==> src/rtl/csm_pkg.sv <==
// Shared widths, register indexes and reset values for the clearance map block.
package csm_pkg;

   // Field widths of the streamed words.
   localparam int unsigned COST_W  = 8;
   localparam int unsigned CLEAR_W = 9;

   // Configuration register widths.
   localparam int unsigned DIM_W = 9;
   localparam int unsigned THR_W = 8;

   // Configuration port shape.
   localparam int unsigned CSR_IDX_W  = 2;
   localparam int unsigned CSR_DATA_W = 9;

   // Register indexes.
   localparam logic [CSR_IDX_W-1:0] CSR_WIDTH     = 2'd0;
   localparam logic [CSR_IDX_W-1:0] CSR_HEIGHT    = 2'd1;
   localparam logic [CSR_IDX_W-1:0] CSR_THRESHOLD = 2'd2;

   // Register values after reset.
   localparam logic [DIM_W-1:0] WIDTH_RESET     = 9'd64;
   localparam logic [DIM_W-1:0] HEIGHT_RESET    = 9'd64;
   localparam logic [THR_W-1:0] THRESHOLD_RESET = 8'd10;

   // Default sizes of the map.
   localparam int unsigned MAX_HEIGHT_DEFAULT = 256;
   localparam int unsigned MAX_WIDTH_DEFAULT  = 256;

   // Clearance of a free cell on the first row or column of the scan.
   localparam logic [CLEAR_W-1:0] EDGE_CLEARANCE = 9'd1;

endpackage

==> src/rtl/csm_cell.sv <==
// One cell of the column line: holds one clearance value and passes it on.
module csm_cell #(
   parameter int unsigned VAL_W = csm_pkg::CLEAR_W
) (
   input  logic             clock,
   input  logic             shift_en,
   input  logic             load_en,
   input  logic [VAL_W-1:0] new_val,
   input  logic [VAL_W-1:0] chain_in,
   output logic [VAL_W-1:0] chain_out
);

   logic [VAL_W-1:0] val_ff;
   logic [VAL_W-1:0] val_in;

   // Either start a fresh value here or take the neighbour's value.
   always_comb begin
      val_in = load_en ? new_val : chain_in;
   end

   always_ff @(posedge clock) begin
      if (shift_en) begin
         val_ff <= val_in;
      end
   end

   assign chain_out = val_ff;

endmodule

==> src/rtl/csm_column_line.sv <==
// Chain of cells that returns each clearance value exactly one column later.
module csm_column_line #(
   parameter int unsigned DEPTH = csm_pkg::MAX_HEIGHT_DEFAULT,
   parameter int unsigned VAL_W = csm_pkg::CLEAR_W
) (
   input  logic                     clock,
   input  logic                     shift_en,
   input  logic [$clog2(DEPTH)-1:0] ins_pos,
   input  logic [VAL_W-1:0]         new_val,
   output logic [VAL_W-1:0]         tap_out
);

   localparam int unsigned POS_W = $clog2(DEPTH);

   logic [VAL_W-1:0] chain [DEPTH];

   // A value enters at the insert position and moves one cell towards the far
   // end on each shift.
   for (genvar k = 0; k < DEPTH; k++) begin : g_cell
      logic [VAL_W-1:0] link_in;

      if (k == 0) begin : g_head
         assign link_in = new_val;
      end else begin : g_body
         assign link_in = chain[k-1];
      end

      csm_cell #(
         .VAL_W (VAL_W)
      ) u_cell (
         .clock     (clock),
         .shift_en  (shift_en),
         .load_en   (ins_pos == POS_W'(k)),
         .new_val   (new_val),
         .chain_in  (link_in),
         .chain_out (chain[k])
      );
   end

   assign tap_out = chain[DEPTH-1];

endmodule

==> src/rtl/clearance_square_map.sv <==
// Top level of the streaming maximal free square clearance map.
// A result word is registered and appears in the cycle after its cost word is accepted.
// Throughput: one word per cycle unless the result side stalls; the min-and-increment
// loop and the column line of cells both advance once per accepted word.
// Reset clears the scan counters and the output valid flag and restores the
// default configuration; the column line is not cleared, as column 0 never reads it.
module clearance_square_map #(
   parameter int unsigned MAX_HEIGHT = csm_pkg::MAX_HEIGHT_DEFAULT,
   parameter int unsigned MAX_WIDTH  = csm_pkg::MAX_WIDTH_DEFAULT
) (
   input  logic                            clock,
   input  logic                            reset,
   // Cost stream.
   input  logic                            req_tvalid,
   output logic                            req_tready,
   input  logic [7:0]                      req_tdata,   // [7:0] cost
   // Clearance stream.
   output logic                            rsp_tvalid,
   input  logic                            rsp_tready,
   output logic [15:0]                     rsp_tdata,   // [8:0] clearance, [15:9] zero
   output logic                            rsp_tlast,   // last cell of the map
   // Configuration writes.
   input  logic                            csr_valid,
   output logic                            csr_ready,
   input  logic [csm_pkg::CSR_IDX_W-1:0]   csr_index,
   input  logic [csm_pkg::CSR_DATA_W-1:0]  csr_data
);

   localparam int unsigned ROW_W = $clog2(MAX_HEIGHT);
   localparam int unsigned COL_W = $clog2(MAX_WIDTH);
   localparam int unsigned HX_W  = (ROW_W + 1 > csm_pkg::DIM_W) ? ROW_W + 1 : csm_pkg::DIM_W;
   localparam int unsigned WX_W  = (COL_W + 1 > csm_pkg::DIM_W) ? COL_W + 1 : csm_pkg::DIM_W;
   localparam int unsigned CW    = csm_pkg::CLEAR_W;

   // Configuration registers.
   logic [csm_pkg::DIM_W-1:0] width_ff, width_in;
   logic [csm_pkg::DIM_W-1:0] height_ff, height_in;
   logic [csm_pkg::THR_W-1:0] thr_ff, thr_in;
   logic                      restart;

   // Scan state.
   logic [ROW_W-1:0] row_ff, row_in;
   logic [COL_W-1:0] col_ff, col_in;
   logic [CW-1:0]    prev_ff, prev_in;
   logic [CW-1:0]    diag_ff, diag_in;

   // Output register.
   logic             rsp_valid_ff, rsp_valid_in;
   logic [CW-1:0]    rsp_clear_ff, rsp_clear_in;
   logic             rsp_last_ff, rsp_last_in;

   logic             accept;
   logic [HX_W-1:0]  height_x;
   logic [WX_W-1:0]  width_x;
   logic [ROW_W-1:0] h_last;
   logic [COL_W-1:0] w_last;
   logic [ROW_W-1:0] ins_pos;
   logic             end_col;
   logic             end_map;
   logic             blocked;
   logic [CW-1:0]    up_val;
   logic [CW-1:0]    min_a;
   logic [CW-1:0]    min_b;
   logic [CW-1:0]    cell_val;

   assign csr_ready  = 1'b1;
   assign req_tready = !rsp_valid_ff || rsp_tready;
   assign accept     = req_tvalid && req_tready;

   // Register writes; a new dimension restarts the scan.
   always_comb begin
      width_in  = width_ff;
      height_in = height_ff;
      thr_in    = thr_ff;
      restart   = 1'b0;
      if (csr_valid) begin
         unique case (csr_index)
            csm_pkg::CSR_WIDTH: begin
               width_in = csr_data;
               restart  = 1'b1;
            end
            csm_pkg::CSR_HEIGHT: begin
               height_in = csr_data;
               restart   = 1'b1;
            end
            csm_pkg::CSR_THRESHOLD: begin
               thr_in = csr_data[csm_pkg::THR_W-1:0];
            end
            default: begin
            end
         endcase
      end
   end

   // Effective last row and column; zero means one, large values clamp.
   always_comb begin
      height_x = HX_W'(height_ff);
      width_x  = WX_W'(width_ff);
      priority if (height_x == '0) begin
         h_last = '0;
      end else if (height_x > HX_W'(MAX_HEIGHT)) begin
         h_last = ROW_W'(MAX_HEIGHT - 1);
      end else begin
         h_last = ROW_W'(height_x - HX_W'(1));
      end
      priority if (width_x == '0) begin
         w_last = '0;
      end else if (width_x > WX_W'(MAX_WIDTH)) begin
         w_last = COL_W'(MAX_WIDTH - 1);
      end else begin
         w_last = COL_W'(width_x - WX_W'(1));
      end
      ins_pos = ROW_W'(MAX_HEIGHT - 1) - h_last;
   end

   // Column line: value of the same row in the previous column.
   csm_column_line #(
      .DEPTH (MAX_HEIGHT),
      .VAL_W (CW)
   ) u_line (
      .clock    (clock),
      .shift_en (accept),
      .ins_pos  (ins_pos),
      .new_val  (cell_val),
      .tap_out  (up_val)
   );

   // Cell value: blocked, edge, or one more than the smallest neighbour.
   always_comb begin
      blocked = req_tdata[csm_pkg::COST_W-1:0] > thr_ff;
      min_a   = (up_val < prev_ff) ? up_val : prev_ff;
      min_b   = (min_a < diag_ff) ? min_a : diag_ff;
      priority if (blocked) begin
         cell_val = '0;
      end else if (row_ff == '0 || col_ff == '0) begin
         cell_val = csm_pkg::EDGE_CLEARANCE;
      end else begin
         cell_val = min_b + CW'(1);
      end
      end_col = row_ff == h_last;
      end_map = end_col && (col_ff == w_last);
   end

   // Scan counters and neighbour registers.
   always_comb begin
      row_in  = row_ff;
      col_in  = col_ff;
      prev_in = prev_ff;
      diag_in = diag_ff;
      priority if (restart) begin
         row_in  = '0;
         col_in  = '0;
         prev_in = '0;
         diag_in = '0;
      end else if (accept) begin
         if (end_col) begin
            row_in  = '0;
            col_in  = end_map ? '0 : col_ff + COL_W'(1);
            prev_in = '0;
            diag_in = '0;
         end else begin
            row_in  = row_ff + ROW_W'(1);
            prev_in = cell_val;
            diag_in = up_val;
         end
      end
   end

   // Output register, refilled as soon as its word is taken.
   always_comb begin
      rsp_valid_in = rsp_valid_ff;
      rsp_clear_in = rsp_clear_ff;
      rsp_last_in  = rsp_last_ff;
      if (accept) begin
         rsp_valid_in = 1'b1;
         rsp_clear_in = cell_val;
         rsp_last_in  = end_map;
      end else if (rsp_tready) begin
         rsp_valid_in = 1'b0;
      end
   end

   always_ff @(posedge clock) begin
      if (reset) begin
         width_ff     <= csm_pkg::WIDTH_RESET;
         height_ff    <= csm_pkg::HEIGHT_RESET;
         thr_ff       <= csm_pkg::THRESHOLD_RESET;
         row_ff       <= '0;
         col_ff       <= '0;
         prev_ff      <= '0;
         diag_ff      <= '0;
         rsp_valid_ff <= 1'b0;
      end else begin
         width_ff     <= width_in;
         height_ff    <= height_in;
         thr_ff       <= thr_in;
         row_ff       <= row_in;
         col_ff       <= col_in;
         prev_ff      <= prev_in;
         diag_ff      <= diag_in;
         rsp_valid_ff <= rsp_valid_in;
      end
   end

   always_ff @(posedge clock) begin
      rsp_clear_ff <= rsp_clear_in;
      rsp_last_ff  <= rsp_last_in;
   end

   assign rsp_tvalid = rsp_valid_ff;
   assign rsp_tdata  = {{(16 - CW){1'b0}}, rsp_clear_ff};
   assign rsp_tlast  = rsp_last_ff;

   // An accepted word always leaves a result waiting in the next cycle.
   a_accept_gives_word: assert property (@(posedge clock) disable iff (reset)
      accept |=> rsp_tvalid)
      else $error("accepted cost word produced no result");

   // The final cell of a map sends the scan back to the first cell.
   a_map_wraps: assert property (@(posedge clock) disable iff (reset)
      (accept && end_map && !restart) |=> (row_ff == '0 && col_ff == '0))
      else $error("scan did not wrap after the last cell");

   // An interior free cell never exceeds its upper neighbour by more than one.
   a_interior_bound: assert property (@(posedge clock) disable iff (reset)
      (accept && !blocked && row_ff != '0 && col_ff != '0)
      |=> (rsp_clear_ff <= $past(prev_ff) + CW'(1)))
      else $error("interior clearance above neighbour plus one");

endmodule

==> config.mk <==
export PLATFORM = sky130hd
export DESIGN_NAME = clearance_square_map
export DESIGN_NICKNAME = d
export VERILOG_FILES = /design/src/rtl/csm_pkg.sv /design/src/rtl/csm_cell.sv /design/src/rtl/csm_column_line.sv /design/src/rtl/clearance_square_map.sv
export SDC_FILE = /design/constraint.sdc
export NUM_CORES = 2
export LEC_CHECK = 0
export ABC_AREA = 1
export BUFFER_PORTS_ARGS = -buffer_cell sky130_fd_sc_hd__clkbuf_2
export CAP_MARGIN = 0
export CORE_MARGIN = 5
export CORE_UTILIZATION = 40
export DETAILED_ROUTE_END_ITERATION = 10
export PLACE_DENSITY = 0.55
export SETUP_SLACK_MARGIN = 0.05
export SYNTH_ARGS = -nofsm -noshare
export SYNTH_HDL_FRONTEND = slang
export SYNTH_HIERARCHICAL = 1
export SYNTH_SLANG_ARGS = --single-unit
==> constraint.sdc <==
create_clock -name clock -period 61.2 [get_ports clock]
set_clock_uncertainty 0.1 [all_clocks]
set_input_delay 3.06 -clock clock [delete_from_list [all_inputs] [get_ports clock]]
set_output_delay 3.06 -clock clock [all_outputs]
set_load 0.01 [all_outputs]
==> run summary <==
DRT antenna net count = 0
TritonCTS sink count = 2375
Final total negative setup slack = 0 ps
Total CTS buffers = 277
Max Slew Vio Count = 0
Proportion of layout cells with a drive suffix above 1 = 0.07029
Result of the run = finished, final reports clean
Number of distinct library cell variants in the gate-level netlist after synthesis = 46
Vias in the first global route = 68780
Count of state elements after synthesis = 2375
Leading cell types by count after synthesis = nand2_1 (7094), edfxtp_1 (2314), nor2_1 (316), buf_6 (260), inv_2 (259)
Ys async rst share = 0
Leading cell type by number of instances after synthesis = nand2_1
Count of hold buffers inserted by post-cts repair = 0
Number of max-capacitance violations reported = 0
Number of setup violations in the final report = 0
Effective utilization at floorplan = 0.4011
Class of the tightest hold or removal check = flip-flop to flip-flop
Max Buffers Root-to-Sink = 4
Core footprint = 0.2618 mm²
Element type at the critical path start = primary input
Combined global-route utilization of all metal layers = 0.1798
Maximum number of pins on one net before global-route repair = 184
Antenna violations before repair = 8
Total number of nets in the final design = 10870
Row cnt = 188
Clock tree from TritonCTS = yes
Number of vias after detailed routing = 70680
Largest driver fanout on the critical path = 166
Remaining routing DRC violations = 0
Worst Setup End Kind = flip-flop
Top-level I/O count = 44
Setup repair after global routing missed its margin = no
Cells taking the most area after synthesis = edfxtp_1 (66%), nand2_1 (25%), buf_6 (2.8%), dfxtp_1 (1.2%), nor2_1 (1.1%)
Area of the mapped netlist = 0.1050 mm²
Placement Setup Slack = 51690 ps
Number of search-and-repair iterations in the first detailed-routing pass = 6
Routed length per instance = 17.30 µm
Clock transition at the register clock pins on the worst setup and hold paths after CTS = 60 ps
Die H = 522.4 µm
Global-route wire length before repair = 390.7 mm
Final critical-path required period = 8444 ps
Total wirelength of the detailed-routed design = 251.1 mm
Worst setup slack after layout = 52760 ps
Setup CP Type = primary input to flip-flop
Area added between synthesis and finish = 9.781%
Post-route clock period utilization = 0.1380
Clock latency at the later pin of the worst-skew pair = 910 ps
Half-perimeter wire length of the detailed placement result = 138.6 mm
Overflow left after global routing = 0
Data arrival time of the critical path = 8870 ps
Power density over the cells = 32.04 mW/mm²
Highest clock rate = 118.4 MHz
EDFF count, synth = 2314
Worst Tran Pin Value = 1253 ps
Overall die width = 522.4 µm
Die Area = 0.2729 mm²
Cell accounting for the most synthesized area = edfxtp_1
Final GP Congestion = 0.8001
Gate count of the mapped netlist = 10740
Portion of synthesized cell area occupied by the leading cell type = 0.6617
Number of vias per cell after detailed routing = 4.869
Max transition margin = 0.1624
Peak supply drop = 31.12 µV
Drt first-iter violations = 6191
Predominant post-synthesis flop cell = edfxtp_1
Synth Area per Inst = 9.782 µm²
Root buf cell = clkbuf_16
H-tree depth reported by CTS = 5
Req. time, crit path = 61630 ps
CTS-repair resized insts = 0
Final hold viol count = 0
Part of the Yosys area used for sequential elements = 0.6733
Leakage power = 48.40 nW
Yosys warns = 6
Number of buffers added on ports = 35
Postcts setup bufs = 0
==> stage by stage <==
| stage | cell area (µm²) | hold WS [ps] | total power [W] | cells | utilization |
|---|---|---|---|---|---|
| final | 115300 | 368.8 | 0.003694 | 14520 | 0.4404 |
| after global routing | 115300 | 381.7 | 0.003842 | 14520 | 0.4404 |
| after CTS | 115300 | 365.0 | 0.003740 | 14510 | 0.4403 |
| after detailed placement | 107200 | 356.1 | 0.002212 | 14060 | 0.4093 |
| after global placement | 107200 | 344.2 | 0.002208 | 14060 | 0.4093 |
| after floorplan | 105000 | 332.8 | 0.002326 | 10740 | - |
==> power breakdown <==
group / leakage [nW] / switching [W] / total (W) / internal (W)
Clock: 3.98 / 0.000633 / 0.00152 / 0.000883
Sequential: 22.9 / 0.0000336 / 0.00196 / 0.00192
Combinational: 21.5 / 0.000166 / 0.000219 / 0.0000528
Total: 48.4 / 0.000833 / 0.00369 / 0.00286
==> worst paths after layout <==
path | start | depth (start not counted) | slack, ps | endpoint
worst max-delay path | rsp_tready | 11 | 52760 | u_line/g_cell[32].u_cell/chain_out[7]
worst min-delay path | thr_ff[2] | 2 | 370 | thr_ff[2]
worst max register to register | u_line/g_cell[255].u_cell/chain_out[8] | 25 | 53670 | u_line/g_cell[9].u_cell/chain_out[8]
worst min register to register | thr_ff[2] | 2 | 370 | thr_ff[2]
==> kinds of logic (layout without fill, tap and decap cells) <==
family / Yosys count / in the layout / synth area share
and+or+nand+nor: 7512 / 7512 / 0.2711
DFF: 2375 / 2375 / 0.6733
buffers and inverters: 678 / 934 / 0.04374
AOI/OAI and AO/OA: 116 / 116 / 0.006195
adders and majority gates: 31 / 31 / 0.003693
xor gates and xnor gates: 22 / 22 / 0.001906
other: 2 / 10 / 0.00007151
==> layout make-up <==
type,instances,area (µm²)
repair buffers,110,800.8
well taps,3515,4398
fillers,24500,146500
multi-input cells,7689,29860
flip-flops and latches,2375,70710
clock buffers,345,7313
clock inverters,113,814.5
inverters,366,1389
diodes,2,5.005
==> state kept, by name (all words and copies together) (netlist names) <==
register	cells
col_ff	8
diag_ff	9
height_ff	9
prev_ff	9
row_ff	8
rsp_clear_ff	9
rsp_tlast	1
rsp_tvalid	1
thr_ff	8
u_line/g_cell.u_cell/chain_out	2304
width_ff	9
==> critical path, cell delays in order <==
cell and delay, ps:
clkbuf_2 90, inv_1 40, nand2_1 90, nand2_1 60
buf_4 230, inv_8 590, buf_4 870, buf_12 700
buf_4 920, buf_4 850, buf_4 990
==> layout by cell type (no fill, tap or decap), drive strengths merged <==
cell	n
nand4	16
a31oi	1
nand2	7102
a22oi	1
o21ai	42
a21boi	1
buf	75
xor2	19
o211ai	5
or3b	1
nor3	4
nor3b	2
and3	5
a21oi	64
xnor2	3
conb	8
o31ai	1
nor2	324
bufinv	10
diode	2
a211oi	1
ha	31
edfxtp	2314
clkinv	99
or2	3
clkbuf	380
nor4	3
nand3	50
nand3b	2
inv	369
clkinvlp	1
dfxtp	61
==> metal layers <==
| layer | vias to the layer above | routed length (µm) | part of all wire | GRT usage |
|---|---|---|---|---|
| li1 | 34680 | - | - | - |
| met5 | - | 0 | 0 | 0 |
| met1 | 34050 | 114800 | 0.46 | 0.2501 |
| met2 | 1627 | 118200 | 0.47 | 0.2977 |
| met4 | 0 | 4868 | 0.019 | 0.04306 |
| met3 | 322 | 13300 | 0.053 | 0.02742 |
(Power assumes the default switching activity.)
